[src/rtl/taq_pkg.sv]
// Package with types, register indexes and codes for the threshold alarm qualifier.
`default_nettype none

package taq_pkg;

    localparam int CFG_ADDR_W = 5;
    localparam int S_DATA_W   = 88;
    localparam int M_DATA_W   = 40;

    // register indexes (byte address / 4)
    localparam logic [2:0] REG_RULE_ENABLED       = 3'd0;
    localparam logic [2:0] REG_COMPARE_MODE       = 3'd1;
    localparam logic [2:0] REG_THRESHOLD          = 3'd2;
    localparam logic [2:0] REG_HYSTERESIS         = 3'd3;
    localparam logic [2:0] REG_HOLD_TIME_MS       = 3'd4;
    localparam logic [2:0] REG_FIRE_GAP_MS        = 3'd5;
    localparam logic [2:0] REG_INTERLOCK_ENABLE   = 3'd6;
    localparam logic [2:0] REG_INTERLOCK_REQUIRED = 3'd7;

    // compare modes
    localparam logic [2:0] MODE_GT = 3'd0;
    localparam logic [2:0] MODE_GE = 3'd1;
    localparam logic [2:0] MODE_LT = 3'd2;
    localparam logic [2:0] MODE_LE = 3'd3;
    localparam logic [2:0] MODE_EQ = 3'd4;
    localparam logic [2:0] MODE_NE = 3'd5;

    // outcome codes
    localparam logic [2:0] OUT_SKIP    = 3'd0;
    localparam logic [2:0] OUT_NOMATCH = 3'd1;
    localparam logic [2:0] OUT_WAIT    = 3'd2;
    localparam logic [2:0] OUT_BLOCKED = 3'd3;
    localparam logic [2:0] OUT_FIRE    = 3'd4;

    localparam logic [31:0] COOLDOWN_DEFAULT = 32'd1000;
    localparam logic signed [33:0] EQ_BAND_MIN = 34'sd7;

    typedef struct packed {
        logic               rule_enabled;
        logic [2:0]         compare_mode;
        logic signed [31:0] threshold;
        logic signed [31:0] hysteresis;
        logic [31:0]        hold_time_ms;
        logic [31:0]        fire_gap_ms;
        logic               interlock_enable;
        logic               interlock_required;
    } taq_cfg_t;

    typedef struct packed {
        logic               interlock_quality_good;
        logic               interlock_on;
        logic               interlock_valid;
        logic               source_valid;
        logic [47:0]        time_ms;
        logic signed [31:0] sample_value;
    } taq_item_t;

    typedef struct packed {
        logic [31:0] evaluation_count;
        logic        condition_met;
        logic [2:0]  outcome;
    } taq_result_t;

endpackage

`default_nettype wire

[src/rtl/threshold_alarm_qualifier_core.sv]
// Top level of the threshold alarm qualifier: input register, qualifier, result register.
//
// One request is accepted every clock cycle while the master side does not stall; it passes
// the input register and then the result register: the compare, hold, cooldown and interlock
// checks run combinationally on the registered request against the rule state and land in
// the result register. The rule state advances as each evaluated request moves into the
// result register, so requests are qualified strictly in order. A stalled master side holds
// the result register; the input register still takes one more request behind it.
// Configuration goes through the APB port at byte address 4*index and should be
// written only while no request is in flight.
`default_nettype none

module threshold_alarm_qualifier_core
    import taq_pkg::*;
(
    input  wire logic                  clk,
    input  wire logic                  rst_n,
    // slave: sample_value[31:0], time_ms[79:32], source_valid[80], interlock_valid[81],
    //        interlock_on[82], interlock_quality_good[83], zero[87:84]
    input  wire logic                  s_tvalid,
    output logic                       s_tready,
    input  wire logic [S_DATA_W-1:0]   s_tdata,
    // master: outcome[2:0], condition_met[3], evaluation_count[35:4], zero[39:36]
    output logic                       m_tvalid,
    input  wire logic                  m_tready,
    output logic      [M_DATA_W-1:0]   m_tdata,
    input  wire logic                  psel,
    input  wire logic                  penable,
    input  wire logic                  pwrite,
    input  wire logic [CFG_ADDR_W-1:0] paddr,
    input  wire logic [31:0]           pwdata,
    output logic      [31:0]           prdata,
    output logic                       pready
);

    taq_cfg_t    cfg;
    taq_item_t   in_item_reg;
    logic        in_valid_reg;
    taq_result_t result;
    taq_result_t out_data_reg;
    logic        out_valid_reg;
    logic        advance;

    taq_regs u_regs (
        .clk     (clk),
        .rst_n   (rst_n),
        .psel    (psel),
        .penable (penable),
        .pwrite  (pwrite),
        .paddr   (paddr),
        .pwdata  (pwdata),
        .prdata  (prdata),
        .pready  (pready),
        .cfg     (cfg)
    );

    taq_qualify u_qualify (
        .clk     (clk),
        .rst_n   (rst_n),
        .advance (advance),
        .cfg     (cfg),
        .item    (in_item_reg),
        .result  (result)
    );

    assign advance  = in_valid_reg & (~out_valid_reg | m_tready);
    assign s_tready = ~in_valid_reg | advance;
    assign m_tvalid = out_valid_reg;
    assign m_tdata  = {4'b0, out_data_reg};

    always_ff @(posedge clk or negedge rst_n)
    begin
        if (!rst_n)
        begin
            in_valid_reg  <= 1'b0;
            out_valid_reg <= 1'b0;
        end
        else
        begin
            if (s_tready)
                in_valid_reg <= s_tvalid;
            if (advance)
                out_valid_reg <= 1'b1;
            else if (m_tready)
                out_valid_reg <= 1'b0;
        end
    end

    always_ff @(posedge clk)
    begin
        if (s_tvalid && s_tready)
            in_item_reg <= s_tdata[$bits(taq_item_t)-1:0];
        if (advance)
            out_data_reg <= result;
    end

endmodule

`default_nettype wire

[src/rtl/taq_regs.sv]
// APB configuration registers of the threshold alarm qualifier.
`default_nettype none

module taq_regs
    import taq_pkg::*;
(
    input  wire logic                  clk,
    input  wire logic                  rst_n,
    input  wire logic                  psel,
    input  wire logic                  penable,
    input  wire logic                  pwrite,
    input  wire logic [CFG_ADDR_W-1:0] paddr,
    input  wire logic [31:0]           pwdata,
    output logic      [31:0]           prdata,
    output logic                       pready,
    output taq_cfg_t                   cfg
);

    taq_cfg_t   cfg_reg;
    logic       wr_en;
    logic [2:0] reg_idx;

    assign pready  = 1'b1;
    assign wr_en   = psel & penable & pwrite & pready;
    assign reg_idx = paddr[CFG_ADDR_W-1:2];
    assign cfg     = cfg_reg;

    always_ff @(posedge clk or negedge rst_n)
    begin
        if (!rst_n)
        begin
            cfg_reg.rule_enabled       <= 1'b0;
            cfg_reg.compare_mode       <= MODE_GT;
            cfg_reg.threshold          <= '0;
            cfg_reg.hysteresis         <= '0;
            cfg_reg.hold_time_ms       <= '0;
            cfg_reg.fire_gap_ms        <= COOLDOWN_DEFAULT;
            cfg_reg.interlock_enable   <= 1'b0;
            cfg_reg.interlock_required <= 1'b0;
        end
        else if (wr_en)
        begin
            case (reg_idx)
                REG_RULE_ENABLED:       cfg_reg.rule_enabled       <= pwdata[0];
                REG_COMPARE_MODE:       cfg_reg.compare_mode       <= pwdata[2:0];
                REG_THRESHOLD:          cfg_reg.threshold          <= $signed(pwdata);
                REG_HYSTERESIS:         cfg_reg.hysteresis         <= $signed(pwdata);
                REG_HOLD_TIME_MS:       cfg_reg.hold_time_ms       <= pwdata;
                REG_FIRE_GAP_MS:        cfg_reg.fire_gap_ms        <= pwdata;
                REG_INTERLOCK_ENABLE:   cfg_reg.interlock_enable   <= pwdata[0];
                REG_INTERLOCK_REQUIRED: cfg_reg.interlock_required <= pwdata[0];
                default:                cfg_reg.rule_enabled       <= cfg_reg.rule_enabled;
            endcase
        end
    end

    always_comb
    begin
        case (reg_idx)
            REG_RULE_ENABLED:       prdata = {31'b0, cfg_reg.rule_enabled};
            REG_COMPARE_MODE:       prdata = {29'b0, cfg_reg.compare_mode};
            REG_THRESHOLD:          prdata = cfg_reg.threshold;
            REG_HYSTERESIS:         prdata = cfg_reg.hysteresis;
            REG_HOLD_TIME_MS:       prdata = cfg_reg.hold_time_ms;
            REG_FIRE_GAP_MS:        prdata = cfg_reg.fire_gap_ms;
            REG_INTERLOCK_ENABLE:   prdata = {31'b0, cfg_reg.interlock_enable};
            REG_INTERLOCK_REQUIRED: prdata = {31'b0, cfg_reg.interlock_required};
            default:                prdata = '0;
        endcase
    end

endmodule

`default_nettype wire

[src/rtl/taq_compare.sv]
// Sample versus threshold compare with hysteresis and equality band.
`default_nettype none

module taq_compare
    import taq_pkg::*;
(
    input  taq_cfg_t                 cfg,
    input  wire logic signed [31:0]  sample_value,
    input  wire logic                prev_active,
    output logic                     match
);

    logic signed [33:0] val;
    logic signed [33:0] thr;
    logic signed [33:0] hy;
    logic signed [33:0] hpos;
    logic signed [33:0] band;
    logic signed [33:0] lo;
    logic signed [33:0] hi;
    logic signed [33:0] diff;
    logic signed [33:0] adiff;

    assign val  = 34'(sample_value);
    assign thr  = 34'(cfg.threshold);
    assign hy   = 34'(cfg.hysteresis);
    assign hpos = hy[33] ? '0 : hy;
    assign band = (hy > EQ_BAND_MIN) ? hy : EQ_BAND_MIN;
    // widen toward the inactive side only while the condition holds
    assign lo   = prev_active ? (thr - hpos) : thr;
    assign hi   = prev_active ? (thr + hpos) : thr;
    assign diff  = val - thr;
    assign adiff = diff[33] ? -diff : diff;

    always_comb
    begin
        case (cfg.compare_mode)
            MODE_GT: match = val > lo;
            MODE_GE: match = val >= lo;
            MODE_LT: match = val < hi;
            MODE_LE: match = val <= hi;
            MODE_EQ: match = adiff <= band;
            MODE_NE: match = adiff > band;
            default: match = 1'b0;
        endcase
    end

endmodule

`default_nettype wire

[src/rtl/taq_qualify.sv]
// Hold, cooldown and interlock qualification with the rule state registers.
`default_nettype none

module taq_qualify
    import taq_pkg::*;
(
    input  wire logic  clk,
    input  wire logic  rst_n,
    input  wire logic  advance,
    input  taq_cfg_t   cfg,
    input  taq_item_t  item,
    output taq_result_t result
);

    logic        cond_active_reg;
    logic        since_set_reg;
    logic [47:0] match_since_reg;
    logic [47:0] last_fire_reg;
    logic [31:0] evals_reg;

    logic        run;
    logic        match;
    logic [47:0] since_start;
    logic [47:0] hold_span;
    logic [47:0] cd_span;
    logic        hold_ok;
    logic        cd_ok;
    logic        allow;
    logic        fire_slot;
    logic [31:0] evals_next;

    taq_compare u_compare (
        .cfg          (cfg),
        .sample_value (item.sample_value),
        .prev_active  (cond_active_reg),
        .match        (match)
    );

    assign run         = cfg.rule_enabled & item.source_valid;
    assign since_start = since_set_reg ? match_since_reg : item.time_ms;
    assign hold_span   = {16'b0, cfg.hold_time_ms};
    assign cd_span     = {16'b0, (cfg.fire_gap_ms == '0) ? COOLDOWN_DEFAULT : cfg.fire_gap_ms};
    // time going back counts as not elapsed
    assign hold_ok     = (item.time_ms >= since_start) &&
                         ((item.time_ms - since_start) >= hold_span);
    assign cd_ok       = (item.time_ms >= last_fire_reg) &&
                         ((item.time_ms - last_fire_reg) >= cd_span);
    assign allow       = !cfg.interlock_enable ||
                         (item.interlock_valid && item.interlock_quality_good &&
                          (item.interlock_on == cfg.interlock_required));
    assign fire_slot   = match & hold_ok & cd_ok;
    assign evals_next  = run ? (evals_reg + 32'd1) : evals_reg;

    always_comb
    begin
        result.evaluation_count = evals_next;
        result.condition_met    = run & match;
        if (!run)
            result.outcome = OUT_SKIP;
        else if (!match)
            result.outcome = OUT_NOMATCH;
        else if (!fire_slot)
            result.outcome = OUT_WAIT;
        else if (allow)
            result.outcome = OUT_FIRE;
        else
            result.outcome = OUT_BLOCKED;
    end

    always_ff @(posedge clk or negedge rst_n)
    begin
        if (!rst_n)
        begin
            cond_active_reg <= 1'b0;
            since_set_reg   <= 1'b0;
            match_since_reg <= '0;
            last_fire_reg   <= '0;
            evals_reg       <= '0;
        end
        else if (advance && run)
        begin
            evals_reg       <= evals_next;
            cond_active_reg <= match;
            if (!match)
            begin
                since_set_reg   <= 1'b0;
                match_since_reg <= '0;
            end
            else
            begin
                since_set_reg   <= 1'b1;
                match_since_reg <= since_start;
                // a blocked interlock still restarts the cooldown
                if (fire_slot)
                    last_fire_reg <= item.time_ms;
            end
        end
    end

endmodule

`default_nettype wire

[config.mk]
export PLATFORM = sky130hd
export DESIGN_NAME = threshold_alarm_qualifier_core
export DESIGN_NICKNAME = d
export VERILOG_FILES = /design/src/rtl/taq_pkg.sv /design/src/rtl/threshold_alarm_qualifier_core.sv /design/src/rtl/taq_regs.sv /design/src/rtl/taq_compare.sv /design/src/rtl/taq_qualify.sv
export SDC_FILE = /design/constraint.sdc
export NUM_CORES = 1
export LEC_CHECK = 0
export BUFFER_PORTS_ARGS = -buffer_cell sky130_fd_sc_hd__clkbuf_2
export CORE_ASPECT_RATIO = 0.75
export CORE_MARGIN = 4
export CORE_UTILIZATION = 47
export DETAILED_ROUTE_END_ITERATION = 10
export MAX_ROUTING_LAYER = met4
export PLACE_DENSITY_LB_ADDON = 0.05
export SYNTH_ARGS = -nofsm -noshare
export SYNTH_HDL_FRONTEND = slang
export SYNTH_SLANG_ARGS = --single-unit
export TNS_END_PERCENT = 50
[constraint.sdc]
create_clock -name clk -period 9 [get_ports clk]
set_input_delay 1.8 -clock clk [delete_from_list [all_inputs] [get_ports clk]]
set_output_delay 1.8 -clock clk [all_outputs]
set_load 0.03 [all_outputs]
==> summary.md, run 1 <==
| Metric | Value |
|---|---|
| Status | `finished clean` |
| Skew-Pair Late Insertion Delay | `0.61 ns` |
| CTS tree | `built` |
| Boundary Pins | `207` |
| WS Path Type | `reg -> reg` |
| Longest Clk Path Bufs | `3` |
| Max reg flops | `134` |
| Vias/cell | `5.86` |
| Die area | `71700 um^2` |
| Overall power | `10.8 mW` |
| Critical path origin | `u_regs.cfg[88]` |
| Share of total power in combinational logic | `59.1%` |
| Netlist Area Pre-Place | `31700 um^2` |
| H-tree levels | `2` |
| Fraction of the yosys area taken by sequential cells | `32.3%` |
| CTS Sinks | `385` |
| Die extent in y | `233 um` |
| Netlist cell types | `94` |
| Fin worst setup slack | `0.349 ns` |
| Layout area overhead | `12.1%` |
| Required time of the worst setup path | `9.49 ns` |
| Initial antenna violation count | `4` |
| DR pass1 iterations | `5` |
| Worst path slowest cell | `mux2_2` |
| DR vias | `27500` |
| Syn Inst Count | `3582` |
| Commonest non-fill, non-tap cell in the layout | `ha_1` |
| First-pass GRT wire length | `152000 um` |
| Core Box Area | `66800 um^2` |
| Max Slew Vio Count | `0` |
| Yosys warning count | `0` |
| Max-cap viol count | `0` |
| Overflow after GRT | `0` |
| Worst-path clk slew | `0.06 ns` |
| Post-synth top area cell | `dfrtp_1` |
| Pre-CTS setup slack | `0.437 ns` |
| Starting DRT DRC Count | `2626` |
| Fin Setup TNS | `0 ns` |
| Final Cycle Share | `96.1%` |
| Dominant cells by area after synthesis | `dfrtp_1 (20%), ha_1 (14%), edfxtp_1 (11%), a21oi_1 (4.4%), nand2_1 (4.0%)` |
| Util after Layout | `53.2%` |
| Critical Path AT | `9.14 ns` |
| Peak supply drop | `0.000193 V` |
| Commonest non-fill, non-tap cells in the layout | `ha_1 (355), nand2_1 (337), a21oi_1 (277)` |
| Family with the most delay on the worst path | `compound AO/OA/AOI/OAI gates` |
| Total CTS buffers | `43` |
| Final setup violation count | `0` |
| Worst path buffer plus inverter count | `11` |
| Register bit total from synthesis | `385` |
| Worst setup EP type | `register` |
| Crit-path most repeated cell | `buf_4` |
| Final HPWL DP | `80200 um` |
| Share of power burned in registers | `23.3%` |
| Setup bufs post-CTS | `0` |
| Pint | `5.83 mW` |
| Clk root buf | `clkbuf_16` |
| # rows | `82` |
| LEAKAGE | `16.1 nW` |
| Share of the synthesized area in the top cell type | `20.5%` |
| Final nets | `4263` |
| Initial core utilization | `47.5%` |
| Ys flop type | `dfrtp_1` |
| Width of the die | `308 um` |
| Number of global-route vias before repair | `25900` |
| Clock share of power | `17.5%` |
| CP Launch Type | `register` |
| Area taken by multi-input logic gates | `20000 um^2` |
| GPL Wtd Cong | `0.977` |
| Register area | `10200 um^2` |
| Layout cells sized above 1 | `12.5%` |
| Hold Path Class | `reg -> reg` |
| Achievable Freq | `0.116 GHz` |
| # port buffers | `195` |
| Post-synth EDFFs | `120` |
| Total GRT Usage | `27.9%` |
| # DRC | `0` |
| Hold Startpoint | `u_qualify.match_since_reg[40]` |
| Sw Share | `46.1%` |
| Slowest Stage Delay on Critical Path | `0.52 ns` |
| Final Critical Period | `8.65 ns` |
| Post-route ant nets | `0` |
| CTS resizes | `0` |
| Largest fanout on the critical path | `15` |
| Largest net degree at the start of global routing | `112` |
| Routed len/inst | `21.2 um` |
| Layout filler cell count | `6255` |
| Worst R2R Start | `u_regs.cfg[88]` |
| Ys async rst share | `68.8%` |
| Worst Clk Skew | `0.0171 ns` |
| Hold Fails Final Rpt | `0` |
| Worst slew pin tran | `1.18 ns` |
| Syn avg cell area | `8.85 um^2` |
| Hold bufs inserted after CTS | `0` |
| Unrepaired setup endpoints after global routing | `false` |
| Net Sw Power | `4.98 mW` |
| DRT Wirelength | `99400 um` |
| Hold WS | `0.476 ns` |
| PwrDens | `304 nW/um^2` |
| Max-slew headroom | `21.2%` |
## power by group through the flow
stage | registers (mW) | logic [mW] | clock network [mW]
2_1_floorplan | 2.41 | 4.56 | 0
3_3_place_gp | 2.53 | 6.16 | 0
3_5_place_dp | 2.55 | 6.26 | 0
4_1_cts | 2.52 | 6.32 | 1.94
5_1_grt | 2.57 | 7.10 | 2.02
6_report | 2.52 | 6.39 | 1.89
## cells in the mapped netlist, drive strengths merged, types with 29 or more instances
cell	count
edfxtp	120
a21o	124
a211oi	29
or3	31
clkbuf	121
nor4	31
a22oi	29
nand4	62
inv	250
nor2	235
o221ai	29
xor2	86
ha	355
nor2b	32
a31oi	30
mux2	100
o31ai	67
o21ai	244
mux2i	57
a21oi	280
nor3	62
o21bai	35
nand3	63
nand2b	59
nand2	338
dfrtp	259
o21a	33
xnor2	144
## cells by family (layout without fill, tap and decap cells)
logic type                 Yosys count  in the layout  share of synthesized area [%]
adders and majority gates          360            360                           14.3
xor gates and xnor gates           230            230                           6.36
other                                2             15                         0.0237
muxes                              157            157                           5.59
AOI/OAI and AO/OA                 1041           1041                           21.3
DFF                                385            385                           32.3
and+or+nand+nor                   1010           1010                           15.2
buffers and inverters              397            614                           4.90
## final timing paths
check	to	slack [ns]	cells after the start
worst max-delay path	u_qualify.last_fire_reg[24]	0.35	39
worst min-delay path	u_qualify.match_since_reg[40]	0.48	2
worst max register to register	u_qualify.last_fire_reg[24]	0.35	39
worst min register to register	u_qualify.match_since_reg[40]	0.48	2
max in group asynchronous	u_qualify.match_since_reg[31]	6.24	2
min in group asynchronous	in_valid_reg	1.23	1
## per-layer routing
metal	vias up	wire length [um]	GRT usage [%]
met3	102	8690	7.46
met4	0	1840	5.43
met2	849	39600	37.9
met5	-	0	-
li1	13400	-	-
met1	13200	49300	41.3
## final cells by class
| class | count | area share, % |
|---|---|---|
| Antenna cell | 6 | 0.0423 |
| Clock buffer | 59 | 3.46 |
| Clock inverter | 21 | 0.803 |
| Inverter | 250 | 2.64 |
| Multi-Input combinational cell | 2807 | 56.3 |
| Sequential cell | 385 | 28.9 |
| Tap cell | 882 | 3.11 |
| Timing Repair Buffer | 284 | 4.82 |
## metrics by stage
stage / instances / cell area [um^2]
2_1_floorplan: 3589 / 31700
3_3_place_gp: 4608 / 34000
3_5_place_dp: 4608 / 34000
4_1_cts: 4688 / 35500
5_1_grt: 4692 / 35500
6_report: 4694 / 35500
## worst reg2reg max path, delay by kind of cell (launching register included)
| family | cells | cell delay (ns) |
|---|---|---|
| AOI/OAI and AO/OA | 11 | 2.36 |
| and+or+nand+nor | 11 | 2.14 |
| buffers and inverters | 11 | 1.94 |
| muxes | 3 | 0.96 |
| adders and majority gates | 2 | 0.51 |
| DFF | 1 | 0.47 |
| xor gates and xnor gates | 1 | 0.15 |
Power figures use the tool's default switching activity.
==> run 2, diff against run 1 <==
--- a/config.mk
+++ b/config.mk
@@ -11,7 +11,7 @@
 export CORE_UTILIZATION = 47
 export DETAILED_ROUTE_END_ITERATION = 10
 export MAX_ROUTING_LAYER = met4
-export PLACE_DENSITY_LB_ADDON = 0.05
+export SETUP_SLACK_MARGIN = 0.5
 export SYNTH_ARGS = -nofsm -noshare
 export SYNTH_HDL_FRONTEND = slang
 export SYNTH_SLANG_ARGS = --single-unit
==> run 2 against run 1 <==
Net effect:
- sequential share of layout area up 0.051 points
- cell count shrank 0.19%
- register-to-register slack improved by 0.57 ns
- clock skew rose by 0.020 ns
- combinational power fell by 0.9%
- worst setup slack better by 0.57 ns
- clock power is essentially flat
- clock-buffer cell count is 1 lower
- maximum frequency rose by 7.1%
- non-clock buffer count decreased by 11
- cell area shrank 0.18%
- sequential power is essentially flat
- critical endpoint is now u_qualify.match_since_reg[28]
- largest cell class unchanged
- highest routed layer unchanged
==> summary.md, run 2 (synthesis results as in run 1) <==
| Metric | Value |
|---|---|
| Status | `finished clean` |
| Commonest non-fill, non-tap cell in the layout | `ha_1` |
| Net Sw Power | `4.89 mW` |
| R2R cell count | `36` |
| Min-Delay Endpoint | `u_qualify.match_since_reg[33]` |
| Starting DRT DRC Count | `2233` |
| Core Box Area | `66800 um^2` |
| Hold Path Class | `reg -> reg` |
| Layout filler cell count | `6378` |
| Max-cap viol count | `0` |
| Max reg flops | `134` |
| Layout cells sized above 1 | `12.4%` |
| Width of the die | `308 um` |
| Sw Share | `45.6%` |
| Worst hold stages | `2` |
| CP Launch Type | `register` |
| Initial core utilization | `47.5%` |
| CTS tree | `built` |
| Share of power burned in registers | `23.3%` |
| Clk root buf | `clkbuf_16` |
| Peak supply drop | `0.000181 V` |
| # rows | `82` |
| Routed len/inst | `20.5 um` |
| Total CTS buffers | `44` |
| Worst-path clk slew | `0.06 ns` |
| Worst R2R Start | `u_regs.cfg[94]` |
| Hold Fails Final Rpt | `0` |
| Worst setup EP type | `register` |
| DR vias | `27100` |
| Initial antenna violation count | `6` |
| Hold WS | `0.473 ns` |
| Post-route ant nets | `0` |
| Number of global-route vias before repair | `24800` |
| Layout area overhead | `11.9%` |
| Fin worst setup slack | `0.920 ns` |
| Skew-Pair Late Insertion Delay | `0.62 ns` |
| Critical path origin | `u_regs.cfg[94]` |
| DRT Wirelength | `96100 um` |
| Overflow after GRT | `0` |
| Die area | `71700 um^2` |
| Slowest Stage Delay on Critical Path | `0.57 ns` |
| First-pass GRT wire length | `147000 um` |
| Commonest non-fill, non-tap cells in the layout | `ha_1 (355), nand2_1 (337), a21oi_1 (277)` |
| Fin Setup TNS | `0 ns` |
| Post-Layout Cell Count | `4685` |
| Share of total power in combinational logic | `59.0%` |
| Setup bufs post-CTS | `0` |
| Post-Place Cells | `4597` |
| Final HPWL DP | `77000 um` |
| Worst slew pin tran | `1.06 ns` |
| WS Path Type | `reg -> reg` |
| Total GRT Usage | `27.1%` |
| Boundary Pins | `207` |
| Die extent in y | `233 um` |
| Largest fanout on the critical path | `23` |
| PwrDens | `302 nW/um^2` |
| Max-slew headroom | `29.0%` |
| Final Critical Period | `8.08 ns` |
| Longest Clk Path Bufs | `3` |
| GPL Wtd Cong | `0.963` |
| Final setup violation count | `0` |
| Pint | `5.83 mW` |
| Achievable Freq | `0.124 GHz` |
| Max Slew Vio Count | `0` |
| # port buffers | `195` |
| Worst path slowest cell | `a2111oi_0` |
| R2r setup slk | `0.92 ns` |
| Clock share of power | `17.7%` |
| LEAKAGE | `16.0 nW` |
| Final Cycle Share | `89.8%` |
| Final nets | `4253` |
| Largest net degree at the start of global routing | `149` |
| Worst Clk Skew | `0.0371 ns` |
| Pre-CTS setup slack | `0.909 ns` |
| H-tree levels | `2` |
| R2R Path End | `u_qualify.match_since_reg[28]` |
| CTS Sinks | `385` |
| Required time of the worst setup path | `9.45 ns` |
| Unrepaired setup endpoints after global routing | `false` |
| DR pass1 iterations | `5` |
| # DRC | `0` |
| Crit-path most repeated cell | `buf_4` |
| Hold Startpoint | `u_qualify.match_since_reg[33]` |
| Critical Path AT | `8.53 ns` |
| Vias/cell | `5.79` |
## run 2: cell types whose count changed in the layout (fill, tap and decap cells not counted), sizes merged
| cell | previous run | this run |
|---|---|---|
| inv | 254 | 256 |
| buf | 90 | 79 |
| clkinvlp | 1 | 2 |
| clkbuf | 253 | 252 |
| diode | 6 | 7 |
| bufinv | 4 | 3 |
## run 2: power groups by stage
| stage | clock (mW) | sequential (mW) | combinational [mW] |
|---|---|---|---|
| 3_5_place_dp | 0 | 2.52 | 6.21 |
| 3_3_place_gp | 0 | 2.51 | 6.18 |
| 6_report | 1.90 | 2.50 | 6.33 |
| 4_1_cts | 1.94 | 2.49 | 6.26 |
| 2_1_floorplan | 0 | 2.41 | 4.56 |
| 5_1_grt | 2.02 | 2.55 | 7.05 |
## run 2: how the worst max path moves through the flow
stage / to / slack [ns] / depth (start not counted)
after CTS: u_qualify.last_fire_reg[22] / 0.85 / 39
after global placement: u_qualify.last_fire_reg[22] / 1.00 / 39
final: u_qualify.match_since_reg[28] / 0.92 / 36
after global routing: u_qualify.last_fire_reg[26] / 0.54 / 40
after detailed placement: u_qualify.last_fire_reg[22] / 0.91 / 39
after floorplan: u_qualify.last_fire_reg[27] / 2.62 / 33
## run 2: timing repair
| action | 4_1_cts | 5_1_grt |
|---|---|---|
| endpoints found under the setup margin | 0 | 60 |
| hold buffers | 0 | 0 |
| resized for setup | 0 | 5 |
## run 2: worst max-delay path: cells and delay by family (launching register included)
kind,cells,cell delay (ns)
fa+ha+maj,2,0.58
compound gates,12,2.59
buf+inv,8,1.72
simple gates,10,1.65
flops,1,0.44
xor+xnor,1,0.17
mux,3,0.75
## run 2: final cells by class
class	instances	area [um^2]	area share (%)
flip-flops and latches	385	10200	28.9
multi-input cells	2807	20000	56.4
inverters	250	938	2.65
clock buffers	58	1280	3.60
clock inverters	23	235	0.664
well taps	882	1100	3.11
diodes	7	17.5	0.0494
repair buffers	273	1630	4.61
## run 2: stage by stage
step / util (%) / power (mW) / area (um^2)
2_1_floorplan: - / 6.98 / 31700
3_3_place_gp: 50.8 / 8.69 / 33900
3_5_place_dp: 50.8 / 8.74 / 33900
4_1_cts: 53.0 / 10.7 / 35400
5_1_grt: 53.1 / 11.6 / 35400
6_report: 53.1 / 10.7 / 35500
## run 2: layer usage
layer	vias up	wire [um]	track usage [%]
met4	0	1240	4.42
met2	776	38100	36.3
met1	12900	48500	42.0
li1	13400	-	-
met5	-	0	-
met3	65	8270	5.71
==> run 3, diff against run 2 <==
--- a/config.mk
+++ b/config.mk
@@ -5,8 +5,8 @@
 export SDC_FILE = /design/constraint.sdc
 export NUM_CORES = 1
 export LEC_CHECK = 0
+export ABC_AREA = 0
 export BUFFER_PORTS_ARGS = -buffer_cell sky130_fd_sc_hd__clkbuf_2
-export CORE_ASPECT_RATIO = 0.75
 export CORE_MARGIN = 4
 export CORE_UTILIZATION = 47
 export DETAILED_ROUTE_END_ITERATION = 10
==> run 3 against run 2 <==
Net effect:
- clock power rose by 3%
- clock-buffer cell count rose by 9
- flip-flop and latch count did not move
- global-route usage fell by 0.51 points
- register-to-register slack got worse by 0.02 ns
- worst hold slack barely moved
- critical path depth fell by 2
==> summary.md, run 3 (synthesis results as in run 1) <==
| Metric | Value |
|---|---|
| H-tree levels | `2` |
| Status | `finished clean` |
| CTS resizes | `0` |
| Fin worst setup slack | `0.903 ns` |
| Final Critical Period | `8.10 ns` |
| Required time of the worst setup path | `9.46 ns` |
| Commonest non-fill, non-tap cells in the layout | `ha_1 (355), nand2_1 (337), a21oi_1 (277)` |
| Vias/cell | `5.75` |
| GPL Wtd Cong | `0.930` |
| Longest Clk Path Bufs | `3` |
| First-pass GRT wire length | `145000 um` |
| Final HPWL DP | `74800 um` |
| Max-cap viol count | `0` |
| Boundary Pins | `207` |
| Pre-CTS setup slack | `0.829 ns` |
| Design Area, Final | `35100 um^2` |
| # rows | `94` |
| Fin Setup TNS | `0 ns` |
| Worst path slowest cell | `nor4_1` |
| # DRC | `0` |
| Overflow after GRT | `0` |
| Worst-path clk slew | `0.06 ns` |
| Hold Path Class | `reg -> reg` |
| CTS tree | `built` |
| Number of global-route vias before repair | `25400` |
| Core Box Area | `66300 um^2` |
| Layout area overhead | `10.9%` |
| Worst slew pin tran | `1.05 ns` |
| Routed len/inst | `20.2 um` |
| Post-DP Area | `33500 um^2` |
| Clk root buf | `clkbuf_16` |
| Max-slew headroom | `29.7%` |
| Total CTS buffers | `46` |
| WS Path Type | `reg -> reg` |
| Final setup violation count | `0` |
| Initial antenna violation count | `6` |
| DR pass1 iterations | `6` |
| Max Slew Vio Count | `0` |
| CP Launch Type | `register` |
| Total GRT Usage | `26.6%` |
| Family with the most delay on the worst path | `simple AND/OR/NAND/NOR gates` |
| Die extent in y | `268 um` |
| Hold bufs inserted after CTS | `0` |
| Achievable Freq | `0.124 GHz` |
| Max reg flops | `134` |
| Crit-path most repeated cell | `buf_4` |
| Final Cycle Share | `90.0%` |
| LEAKAGE | `15.8 nW` |
| DRT Wirelength | `93600 um` |
| Worst Clk Skew | `0.0326 ns` |
| Die area | `71600 um^2` |
| Slowest Stage Delay on Critical Path | `0.51 ns` |
| Skew-Pair Late Insertion Delay | `0.62 ns` |
| Layout cells sized above 1 | `11.2%` |
| Final nets | `4209` |
| Largest net degree at the start of global routing | `154` |
| Post-route ant nets | `0` |
| Worst path buffer plus inverter count | `6` |
| Initial core utilization | `47.8%` |
| Width of the die | `268 um` |
| CTS Sinks | `385` |
| Critical Path AT | `8.56 ns` |
| Setup bufs post-CTS | `0` |
| DR vias | `26600` |
| Starting DRT DRC Count | `2234` |
| Worst setup EP type | `register` |
| Peak supply drop | `0.000173 V` |
| Largest fanout on the critical path | `37` |
| PwrDens | `303 nW/um^2` |
| Commonest non-fill, non-tap cell in the layout | `ha_1` |
| # port buffers | `195` |
| Hold Fails Final Rpt | `0` |
| Unrepaired setup endpoints after global routing | `false` |
-- run 3: cell count changes in the layout (fill, tap and decap cells not counted), sizes merged --
cell,previous run,this run
clkinv,12,10
clkbuf,252,261
diode,7,6
clkinvlp,2,0
buf,79,33
-- run 3: worst reg2reg max path, delay by kind of cell, from the launching register on --
kind	cells	cell delay [ns]
AOI/OAI and AO/OA	11	1.90
adders and majority gates	2	0.55
DFF	1	0.42
and+or+nand+nor	12	3.04
xor gates and xnor gates	1	0.15
muxes	2	0.53
buffers and inverters	6	1.37
-- run 3: metrics by stage --
stage	std cells	hold slack (ns)	total power [mW]	util (%)
3_5_place_dp	4533	0.466	8.62	50.6
6_report	4625	0.473	10.6	53.0
2_1_floorplan	3589	0.448	6.98	-
5_1_grt	4625	0.490	11.5	53.0
3_3_place_gp	4533	0.459	8.58	50.6
4_1_cts	4619	0.478	10.6	53.0
-- run 3: final timing paths --
path                                                from                       endpoint  slack, ns  depth (start not counted)
max                                       u_regs.cfg[96]   u_qualify.match_since_reg[8]       0.90                         34
min                        u_qualify.match_since_reg[37]  u_qualify.match_since_reg[37]       0.47                          2
max reg2reg                               u_regs.cfg[96]   u_qualify.match_since_reg[8]       0.90                         34
min reg2reg                u_qualify.match_since_reg[37]  u_qualify.match_since_reg[37]       0.47                          2
max in group asynchronous                          rst_n        u_qualify.since_set_reg       6.23                          2
min in group asynchronous                          rst_n   u_qualify.match_since_reg[1]       1.27                          1
-- run 3: where the power goes --
part	internal [mW]	switching, mW
Clock	1.14	0.810
Combinational	2.45	3.74
Sequential	2.18	0.318
-- run 3: per-layer routing --
layer | part of all wire (%) | global-route usage [%] | up-vias
li1 | - | - | 13300
met1 | 48 | 37.1 | 12600
met2 | 46 | 41.9 | 573
met3 | 4.2 | 2.50 | 104
met4 | 2.4 | 6.77 | 0
met5 | 0 | - | -
-- run 3: cell type report --
class	instances	area (um^2)
repair buffers	227	1290
clock buffers	67	1350
flip-flops and latches	385	10200
well taps	864	1080
inverters	250	938
diodes	6	15.0
fillers	6375	31200
multi-input cells	2807	20000
clock inverters	19	235
